[config.mk]
export PLATFORM = sky130hd
export DESIGN_NAME = three_tank_fill_controller
export DESIGN_NICKNAME = d
export VERILOG_FILES = /design/src/rtl/core/ttfc_pkg.sv /design/src/rtl/core/ttfc_level_cmp.sv /design/src/rtl/core/three_tank_fill_controller.sv
export SDC_FILE = /design/constraint.sdc
export NUM_CORES = 2
export LEC_CHECK = 0
export ABC_AREA = 1
export BUFFER_PORTS_ARGS = -buffer_cell sky130_fd_sc_hd__buf_2
export CAP_MARGIN = 20
export CORE_ASPECT_RATIO = 0.8
export CORE_MARGIN = 2
export CORE_UTILIZATION = 35
export CTS_CLUSTER_SIZE = 25
export DETAILED_ROUTE_END_ITERATION = 6
export GPL_ROUTABILITY_DRIVEN = 0
export GPL_TIMING_DRIVEN = 0
export PLACE_DENSITY_LB_ADDON = 0.25
export REMOVE_ABC_BUFFERS = 1
export SLEW_MARGIN = 10
export SYNTH_ARGS = -nofsm -noshare
export SYNTH_HDL_FRONTEND = slang
export SYNTH_HIERARCHICAL = 1
export SYNTH_SLANG_ARGS = --single-unit
[constraint.sdc]
create_clock -name i_clk -period 12.1 [get_ports i_clk]
set_input_delay 1.21 -clock i_clk [delete_from_list [all_inputs] [get_ports i_clk]]
set_output_delay 1.21 -clock i_clk [all_outputs]
set_load 0.02 [all_outputs]
[src/rtl/core/ttfc_pkg.sv]
// ----------------------------------------------------------------------------
// ttfc_pkg: shared types and constants of the three-tank fill controller
// Widths, register indexes, reset values and the level compare flags.
// ----------------------------------------------------------------------------
package ttfc_pkg;

    localparam int SENSOR_COUNT = 3;
    localparam int IDX_W        = 2;
    localparam int BYTE_W       = 8;
    localparam int HEIGHT_W     = 16;
    localparam int PCT_W        = 7;
    localparam int DIST_W       = 16;
    // 100 * 65535 and 127 * 65535 both fit here
    localparam int LEVEL_W      = 23;

    localparam int CFG_IDX_W    = 3;
    localparam int CFG_DATA_W   = 16;

    localparam int S_TDATA_W    = 16;
    localparam int M_TDATA_W    = 24;

    localparam logic [BYTE_W-1:0] SYNC_BYTE = 8'hFF;

    localparam logic [HEIGHT_W-1:0] HEIGHT_A_RST = 16'd1000;
    localparam logic [HEIGHT_W-1:0] HEIGHT_B_RST = 16'd1500;
    localparam logic [HEIGHT_W-1:0] HEIGHT_C_RST = 16'd1200;
    localparam logic [PCT_W-1:0]    LOW_PCT_RST   = 7'd25;
    localparam logic [PCT_W-1:0]    FULL_PCT_RST  = 7'd95;
    localparam logic [PCT_W-1:0]    EMPTY_PCT_RST = 7'd1;

    typedef enum logic [CFG_IDX_W-1:0] {
        CFG_HEIGHT_A  = 3'd0,
        CFG_HEIGHT_B  = 3'd1,
        CFG_HEIGHT_C  = 3'd2,
        CFG_LOW_PCT   = 3'd3,
        CFG_FULL_PCT  = 3'd4,
        CFG_EMPTY_PCT = 3'd5
    } t_cfg_idx;

    typedef enum logic {
        KIND_BYTE = 1'b0,
        KIND_TICK = 1'b1
    } t_kind;

    // threshold compare results for one drum
    typedef struct packed {
        logic at_or_below_low;
        logic at_or_above_full;
        logic at_or_below_empty;
    } t_level_flags;

endpackage

[src/rtl/core/ttfc_level_cmp.sv]
// ----------------------------------------------------------------------------
// ttfc_level_cmp: drum level against the three percent thresholds
// Compares 100*(height-distance) with pct*height; both sides are formed
// combinationally from the configuration and the stored distance.
// ----------------------------------------------------------------------------
module ttfc_level_cmp (
    input  logic [ttfc_pkg::HEIGHT_W-1:0]  i_height,
    input  logic [ttfc_pkg::PCT_W-1:0]     i_low_pct,
    input  logic [ttfc_pkg::PCT_W-1:0]     i_full_pct,
    input  logic [ttfc_pkg::PCT_W-1:0]     i_empty_pct,
    input  logic [ttfc_pkg::DIST_W-1:0]    i_distance,
    output ttfc_pkg::t_level_flags         o_flags
);
    import ttfc_pkg::*;

    logic [HEIGHT_W-1:0] w_den;
    logic [HEIGHT_W-1:0] w_diff;
    logic [LEVEL_W-1:0]  w_num;
    logic [LEVEL_W-1:0]  w_low_thr;
    logic [LEVEL_W-1:0]  w_full_thr;
    logic [LEVEL_W-1:0]  w_empty_thr;

    // zero height reads as level 0 over a denominator of 1
    assign w_den  = (i_height == '0) ? HEIGHT_W'(1) : i_height;
    assign w_diff = i_height - i_distance;

    always_comb begin
        if (i_height == '0 || i_distance > i_height) begin
            w_num = '0;
        end else begin
            // times 100 = 64 + 32 + 4
            w_num = LEVEL_W'({w_diff, 6'b0}) + LEVEL_W'({w_diff, 5'b0})
                  + LEVEL_W'({w_diff, 2'b0});
        end
    end

    assign w_low_thr   = {{(LEVEL_W-PCT_W){1'b0}}, i_low_pct}
                       * {{(LEVEL_W-HEIGHT_W){1'b0}}, w_den};
    assign w_full_thr  = {{(LEVEL_W-PCT_W){1'b0}}, i_full_pct}
                       * {{(LEVEL_W-HEIGHT_W){1'b0}}, w_den};
    assign w_empty_thr = {{(LEVEL_W-PCT_W){1'b0}}, i_empty_pct}
                       * {{(LEVEL_W-HEIGHT_W){1'b0}}, w_den};

    assign o_flags.at_or_below_low   = (w_num <= w_low_thr);
    assign o_flags.at_or_above_full  = (w_num >= w_full_thr);
    assign o_flags.at_or_below_empty = (w_num <= w_empty_thr);

endmodule

[src/rtl/core/three_tank_fill_controller.sv]
// ----------------------------------------------------------------------------
// three_tank_fill_controller: sensor frame parser and two-drum fill control
// Parses 0xFF/high/low/sum frames per sensor and runs hysteresis fill
// control for drums A and B on each tick.
// ----------------------------------------------------------------------------
// Each input beat passes the input register, then the result register, and
// gives exactly one result beat. Throughput: one beat per cycle while m_tready
// holds; output stalls back up through the two stages.
// Reset (synchronous, active low) restores the register defaults, puts every
// parser in the start-byte wait, clears stored distances and all fill flags.
module three_tank_fill_controller (
    input  logic                              i_clk,
    input  logic                              i_rst_n,
    // configuration write port
    input  logic                              i_cfg_we,
    input  logic [ttfc_pkg::CFG_IDX_W-1:0]    i_cfg_index,
    input  logic [ttfc_pkg::CFG_DATA_W-1:0]   i_cfg_data,
    // input stream
    input  logic                              s_tvalid,
    output logic                              s_tready,
    // [1:0] sensor_index, [9:2] byte_value, [15:10] zero
    input  logic [ttfc_pkg::S_TDATA_W-1:0]    s_tdata,
    // [0] kind
    input  logic                              s_tuser,
    // result stream
    output logic                              m_tvalid,
    input  logic                              m_tready,
    // [0] valve_b_to_a, [1] valve_c_to_b, [2] low_source_alarm,
    // [3] frame_good, [4] frame_bad, [20:5] frame_distance, [23:21] zero
    output logic [ttfc_pkg::M_TDATA_W-1:0]    m_tdata
);
    import ttfc_pkg::*;

    typedef enum logic [1:0] {
        PH_WAIT = 2'd0,
        PH_HIGH = 2'd1,
        PH_LOW  = 2'd2,
        PH_SUM  = 2'd3
    } t_phase;

    // configuration
    logic [HEIGHT_W-1:0] r_height_a, r_height_b, r_height_c;
    logic [PCT_W-1:0]    r_low_pct, r_full_pct, r_empty_pct;

    // input stage
    logic                r_in_valid;
    t_kind               r_in_kind;
    logic [IDX_W-1:0]    r_in_idx;
    logic [BYTE_W-1:0]   r_in_byte;

    // per-sensor parser state
    t_phase              r_phase [SENSOR_COUNT];
    logic [BYTE_W-1:0]   r_high  [SENSOR_COUNT];
    logic [BYTE_W-1:0]   r_low   [SENSOR_COUNT];
    logic [DIST_W-1:0]   r_dist  [SENSOR_COUNT];

    logic                r_filling_a, r_filling_b, r_alarm;

    // result stage
    logic                r_out_valid;
    logic                r_out_good, r_out_bad;
    logic [DIST_W-1:0]   r_out_dist;

    logic                w_out_adv;
    logic                w_fire;
    logic                w_idx_ok;
    logic [IDX_W-1:0]    w_sel;
    logic [BYTE_W-1:0]   w_sum;
    logic [DIST_W-1:0]   w_frame_dist;
    logic                n_filling_a, n_filling_b, n_alarm;
    logic                n_good, n_bad;
    t_level_flags        w_fa, w_fb, w_fc;

    assign w_out_adv = !r_out_valid || m_tready;
    assign w_fire    = r_in_valid && w_out_adv;
    assign s_tready  = !r_in_valid || w_out_adv;

    assign w_idx_ok     = (r_in_idx < IDX_W'(SENSOR_COUNT));
    assign w_sel        = w_idx_ok ? r_in_idx : '0;
    assign w_sum        = SYNC_BYTE + r_high[w_sel] + r_low[w_sel];
    assign w_frame_dist = {r_high[w_sel], r_low[w_sel]};

    ttfc_level_cmp u_level_a (
        .i_height    (r_height_a),
        .i_low_pct   (r_low_pct),
        .i_full_pct  (r_full_pct),
        .i_empty_pct (r_empty_pct),
        .i_distance  (r_dist[0]),
        .o_flags     (w_fa)
    );

    ttfc_level_cmp u_level_b (
        .i_height    (r_height_b),
        .i_low_pct   (r_low_pct),
        .i_full_pct  (r_full_pct),
        .i_empty_pct (r_empty_pct),
        .i_distance  (r_dist[1]),
        .o_flags     (w_fb)
    );

    ttfc_level_cmp u_level_c (
        .i_height    (r_height_c),
        .i_low_pct   (r_low_pct),
        .i_full_pct  (r_full_pct),
        .i_empty_pct (r_empty_pct),
        .i_distance  (r_dist[2]),
        .o_flags     (w_fc)
    );

    // fill control for a tick
    always_comb begin
        n_filling_a = r_filling_a;
        n_filling_b = r_filling_b;
        n_alarm     = r_alarm;
        if (r_in_kind == KIND_TICK) begin
            if (!r_filling_a) begin
                n_filling_a = w_fa.at_or_below_low && !w_fb.at_or_below_empty;
            end else if (w_fa.at_or_above_full || w_fb.at_or_below_empty) begin
                n_filling_a = 1'b0;
            end
            if (n_filling_a) begin
                n_filling_b = 1'b0;
            end else if (!r_filling_b) begin
                n_filling_b = w_fb.at_or_below_low && !w_fc.at_or_below_empty;
            end else if (w_fb.at_or_above_full || w_fc.at_or_below_empty) begin
                n_filling_b = 1'b0;
            end
            n_alarm = w_fc.at_or_below_low;
        end
    end

    assign n_good = (r_in_kind == KIND_BYTE) && w_idx_ok
                 && (r_phase[w_sel] == PH_SUM) && (w_sum == r_in_byte);
    assign n_bad  = (r_in_kind == KIND_BYTE) && w_idx_ok
                 && (r_phase[w_sel] == PH_SUM) && (w_sum != r_in_byte);

    // configuration registers
    always_ff @(posedge i_clk) begin
        if (!i_rst_n) begin
            r_height_a  <= HEIGHT_A_RST;
            r_height_b  <= HEIGHT_B_RST;
            r_height_c  <= HEIGHT_C_RST;
            r_low_pct   <= LOW_PCT_RST;
            r_full_pct  <= FULL_PCT_RST;
            r_empty_pct <= EMPTY_PCT_RST;
        end else if (i_cfg_we) begin
            case (i_cfg_index)
                CFG_HEIGHT_A:  r_height_a  <= i_cfg_data;
                CFG_HEIGHT_B:  r_height_b  <= i_cfg_data;
                CFG_HEIGHT_C:  r_height_c  <= i_cfg_data;
                CFG_LOW_PCT:   r_low_pct   <= i_cfg_data[PCT_W-1:0];
                CFG_FULL_PCT:  r_full_pct  <= i_cfg_data[PCT_W-1:0];
                CFG_EMPTY_PCT: r_empty_pct <= i_cfg_data[PCT_W-1:0];
                default: ;
            endcase
        end
    end

    // input register
    always_ff @(posedge i_clk) begin
        if (!i_rst_n) begin
            r_in_valid <= 1'b0;
        end else if (s_tready) begin
            r_in_valid <= s_tvalid;
        end
        if (s_tready && s_tvalid) begin
            r_in_kind <= t_kind'(s_tuser);
            r_in_idx  <= s_tdata[IDX_W-1:0];
            r_in_byte <= s_tdata[IDX_W +: BYTE_W];
        end
    end

    // parser and control state, updated as a beat moves to the result stage
    always_ff @(posedge i_clk) begin
        if (!i_rst_n) begin
            for (int i = 0; i < SENSOR_COUNT; i++) begin
                r_phase[i] <= PH_WAIT;
                r_high[i]  <= '0;
                r_low[i]   <= '0;
                r_dist[i]  <= '0;
            end
            r_filling_a <= 1'b0;
            r_filling_b <= 1'b0;
            r_alarm     <= 1'b0;
        end else if (w_fire) begin
            r_filling_a <= n_filling_a;
            r_filling_b <= n_filling_b;
            r_alarm     <= n_alarm;
            if (r_in_kind == KIND_BYTE && w_idx_ok) begin
                case (r_phase[w_sel])
                    PH_WAIT: begin
                        if (r_in_byte == SYNC_BYTE) begin
                            r_phase[w_sel] <= PH_HIGH;
                        end
                    end
                    PH_HIGH: begin
                        r_high[w_sel]  <= r_in_byte;
                        r_phase[w_sel] <= PH_LOW;
                    end
                    PH_LOW: begin
                        r_low[w_sel]   <= r_in_byte;
                        r_phase[w_sel] <= PH_SUM;
                    end
                    PH_SUM: begin
                        if (w_sum == r_in_byte) begin
                            r_dist[w_sel] <= w_frame_dist;
                        end
                        r_phase[w_sel] <= PH_WAIT;
                    end
                    default: r_phase[w_sel] <= PH_WAIT;
                endcase
            end
        end
    end

    // result register
    always_ff @(posedge i_clk) begin
        if (!i_rst_n) begin
            r_out_valid <= 1'b0;
        end else if (w_out_adv) begin
            r_out_valid <= r_in_valid;
        end
        if (w_fire) begin
            r_out_good <= n_good;
            r_out_bad  <= n_bad;
            r_out_dist <= n_good ? w_frame_dist : '0;
        end
    end

    // valve and alarm bits follow the state left by the last beat moved to the result stage
    assign m_tvalid = r_out_valid;
    assign m_tdata  = {3'b000, r_out_dist, r_out_bad, r_out_good,
                       r_alarm, r_filling_b, r_filling_a};

endmodule

==> impl_metrics.ini <==
[routing]
route.detailed.drc = 1
routed_wl_microns = 142000
ant_nets = 0
vias_per_cell = 4.80
vias = 41900
drt_first_pass_iters = 7
drt_iter0_drc = 3096
wire_per_inst_microns = 16.3

[floorplanning]
die-area_sq_mm = 0.140
initial_core_util = 0.352
core-area_sq_mm = 0.136
dieWidth_microns = 417
row_count = 121
fp.dieH_microns = 334
ioPinCount = 67

[sta]
fin_crit_ns = 7.35
rsz0062_at_grt = false
hold-worst-slack_ns = 0.525
worst_slew_pin_slew_ns = 1.15
drv_slew = 0
worst_slack_ns = 4.75
post-route-period-util = 0.607
fmax_mhz = 136
slew_headroom = 0.235
setup_viol = 0
finClkSkew_ns = 0.0160
finalSetupTns_ns = 0
hold_violations = 0

[power]
netSwitchingFraction = 0.541
pwr-share-seq = 0.142
p_leak_nw = 29.9
p_sw_w = 0.00354
vdd_ir_drop_max_v = 0.000104
power_density_mw_per_mm2 = 130
intPower_w = 0.00300
combPwrFrac = 0.747
clkPwrFrac = 0.111

[worst_setup_path]
worstPathRequired_ns = 12.52
max_stage_delay_ns = 0.91
critical-path-top-delay-family = simple AND/OR/NAND/NOR gates
r2r-start = r_height_b[9]
cp_common_cell = nand2_1
path_class = register to register
cp_slowest_cell = dfxtp_2
crit_path_max_fanout = 24
critPathArrivalTime_ns = 7.76
end_kind = register
critical_path.startpoint_type = register
crit_buf_inv = 6
startpoint = r_height_b[9]

[cts]
postCtsSetupRepairBufs = 0
cts_tree = yes
cts_buffers = 25
cts.hold.buffers_added = 0
insertion_delay_ns = 0.54
clk_pin_slew_ns = 0.07
clockRootBuffer = clkbuf_16
cts_sinks = 223
cts_buffer_depth = 3
cts_resized = 0
h-tree-depth = 1

[layout]
nets = 8042
drive_above_1_share = 0.0371
final_common_cell = nand2_1
mostFrequentLayoutCells = nand2_1 (2,242), inv_1 (1,591), nor2_1 (567), ha_1 (559), fa_1 (526)
final_util = 0.371
syn_to_final_growth_pct = 5.49

[grt]
grt_pass1_wl_microns = 226000
grt.overflow.total = 0
antenna_found_initial = 4
grt_max_degree = 84
grt_util_all_layers = 0.202
first_global_vias = 40400

[place]
pre_cts_slack_ns = 4.92
hpwl_microns = 112000
io_buffers = 57

[hold_path]
hp-class = register to register
min-delay-start = r_alarm

[run_status]
status = finished, violations left
violations = DRC

[run]
cap_violations = 0

[synth]
syn_area_sq_mm = 0.0478
avgSynthCellArea_sq_um = 6.78
yosys_warnings = 6
synthCells = 7052
-- stage by stage --
step	total power [W]	std cells	instance area [sq um]
4_1_cts	0.00652	8715	50400
2_1_floorplan	0.00448	6818	46800
6_report	0.00654	8717	50400
3_5_place_dp	0.00575	8671	49600
5_1_grt	0.00725	8717	50400
3_3_place_gp	0.00572	8658	49300
-- layout make-up --
type / instances / area [sq um]
timing repair buffer: 70 / 581
sequential: 223 / 6010
fill: 14400 / 85400
inverter: 1599 / 6000
tap: 1783 / 2230
antenna: 2 / 5.00
multi-input combinational: 4996 / 34800
clock inverter: 12 / 92.6
clock buffer: 32 / 672
-- power by group through the flow --
stage          Sequential, W  Clock, W  Combinational [W]
2_1_floorplan       0.000899         0            0.00359
3_3_place_gp        0.000956         0            0.00476
4_1_cts             0.000929  0.000733            0.00486
3_5_place_dp        0.000945         0            0.00481
5_1_grt             0.000934  0.000760            0.00556
6_report            0.000930  0.000724            0.00489
-- registers in the layout (all words and copies together), names as in the netlist, 2 cells and up --
signal / flops
r_in_idx: 2
r_dist: 48
r_height_a: 16
r_empty_pct: 7
r_height_b: 16
r_full_pct: 7
r_phase: 8
r_low: 32
r_in_byte: 8
r_height_c: 16
r_high: 32
r_low_pct: 7
r_out_dist: 16
-- metal layers --
layer,track usage,vias up,routed length (microns),part of all wire
li1,-,20800,-,-
met1,0.298,19900,69200,0.49
met2,0.325,1048,63000,0.44
met3,0.0195,102,7590,0.053
met4,0.0297,2,2060,0.015
met5,0,-,13,0.000092
-- worst reg2reg max path, delay by kind of cell, from the launching register on --
kind / cells / cell delay (ns)
DFF: 1 / 0.91
buffers and inverters: 6 / 0.95
AOI/OAI and AO/OA: 5 / 0.97
and+or+nand+nor: 21 / 2.36
adders and majority gates: 6 / 2.03
-- final timing paths --
kind | endpoint | slack, ns | cells after the start
setup / recovery | r_filling_b | 4.75 | 38
hold / removal | r_alarm | 0.52 | 2
setup reg to reg | r_filling_b | 4.75 | 38
hold reg to reg | r_alarm | 0.52 | 2
(Power assumes the default switching activity.)
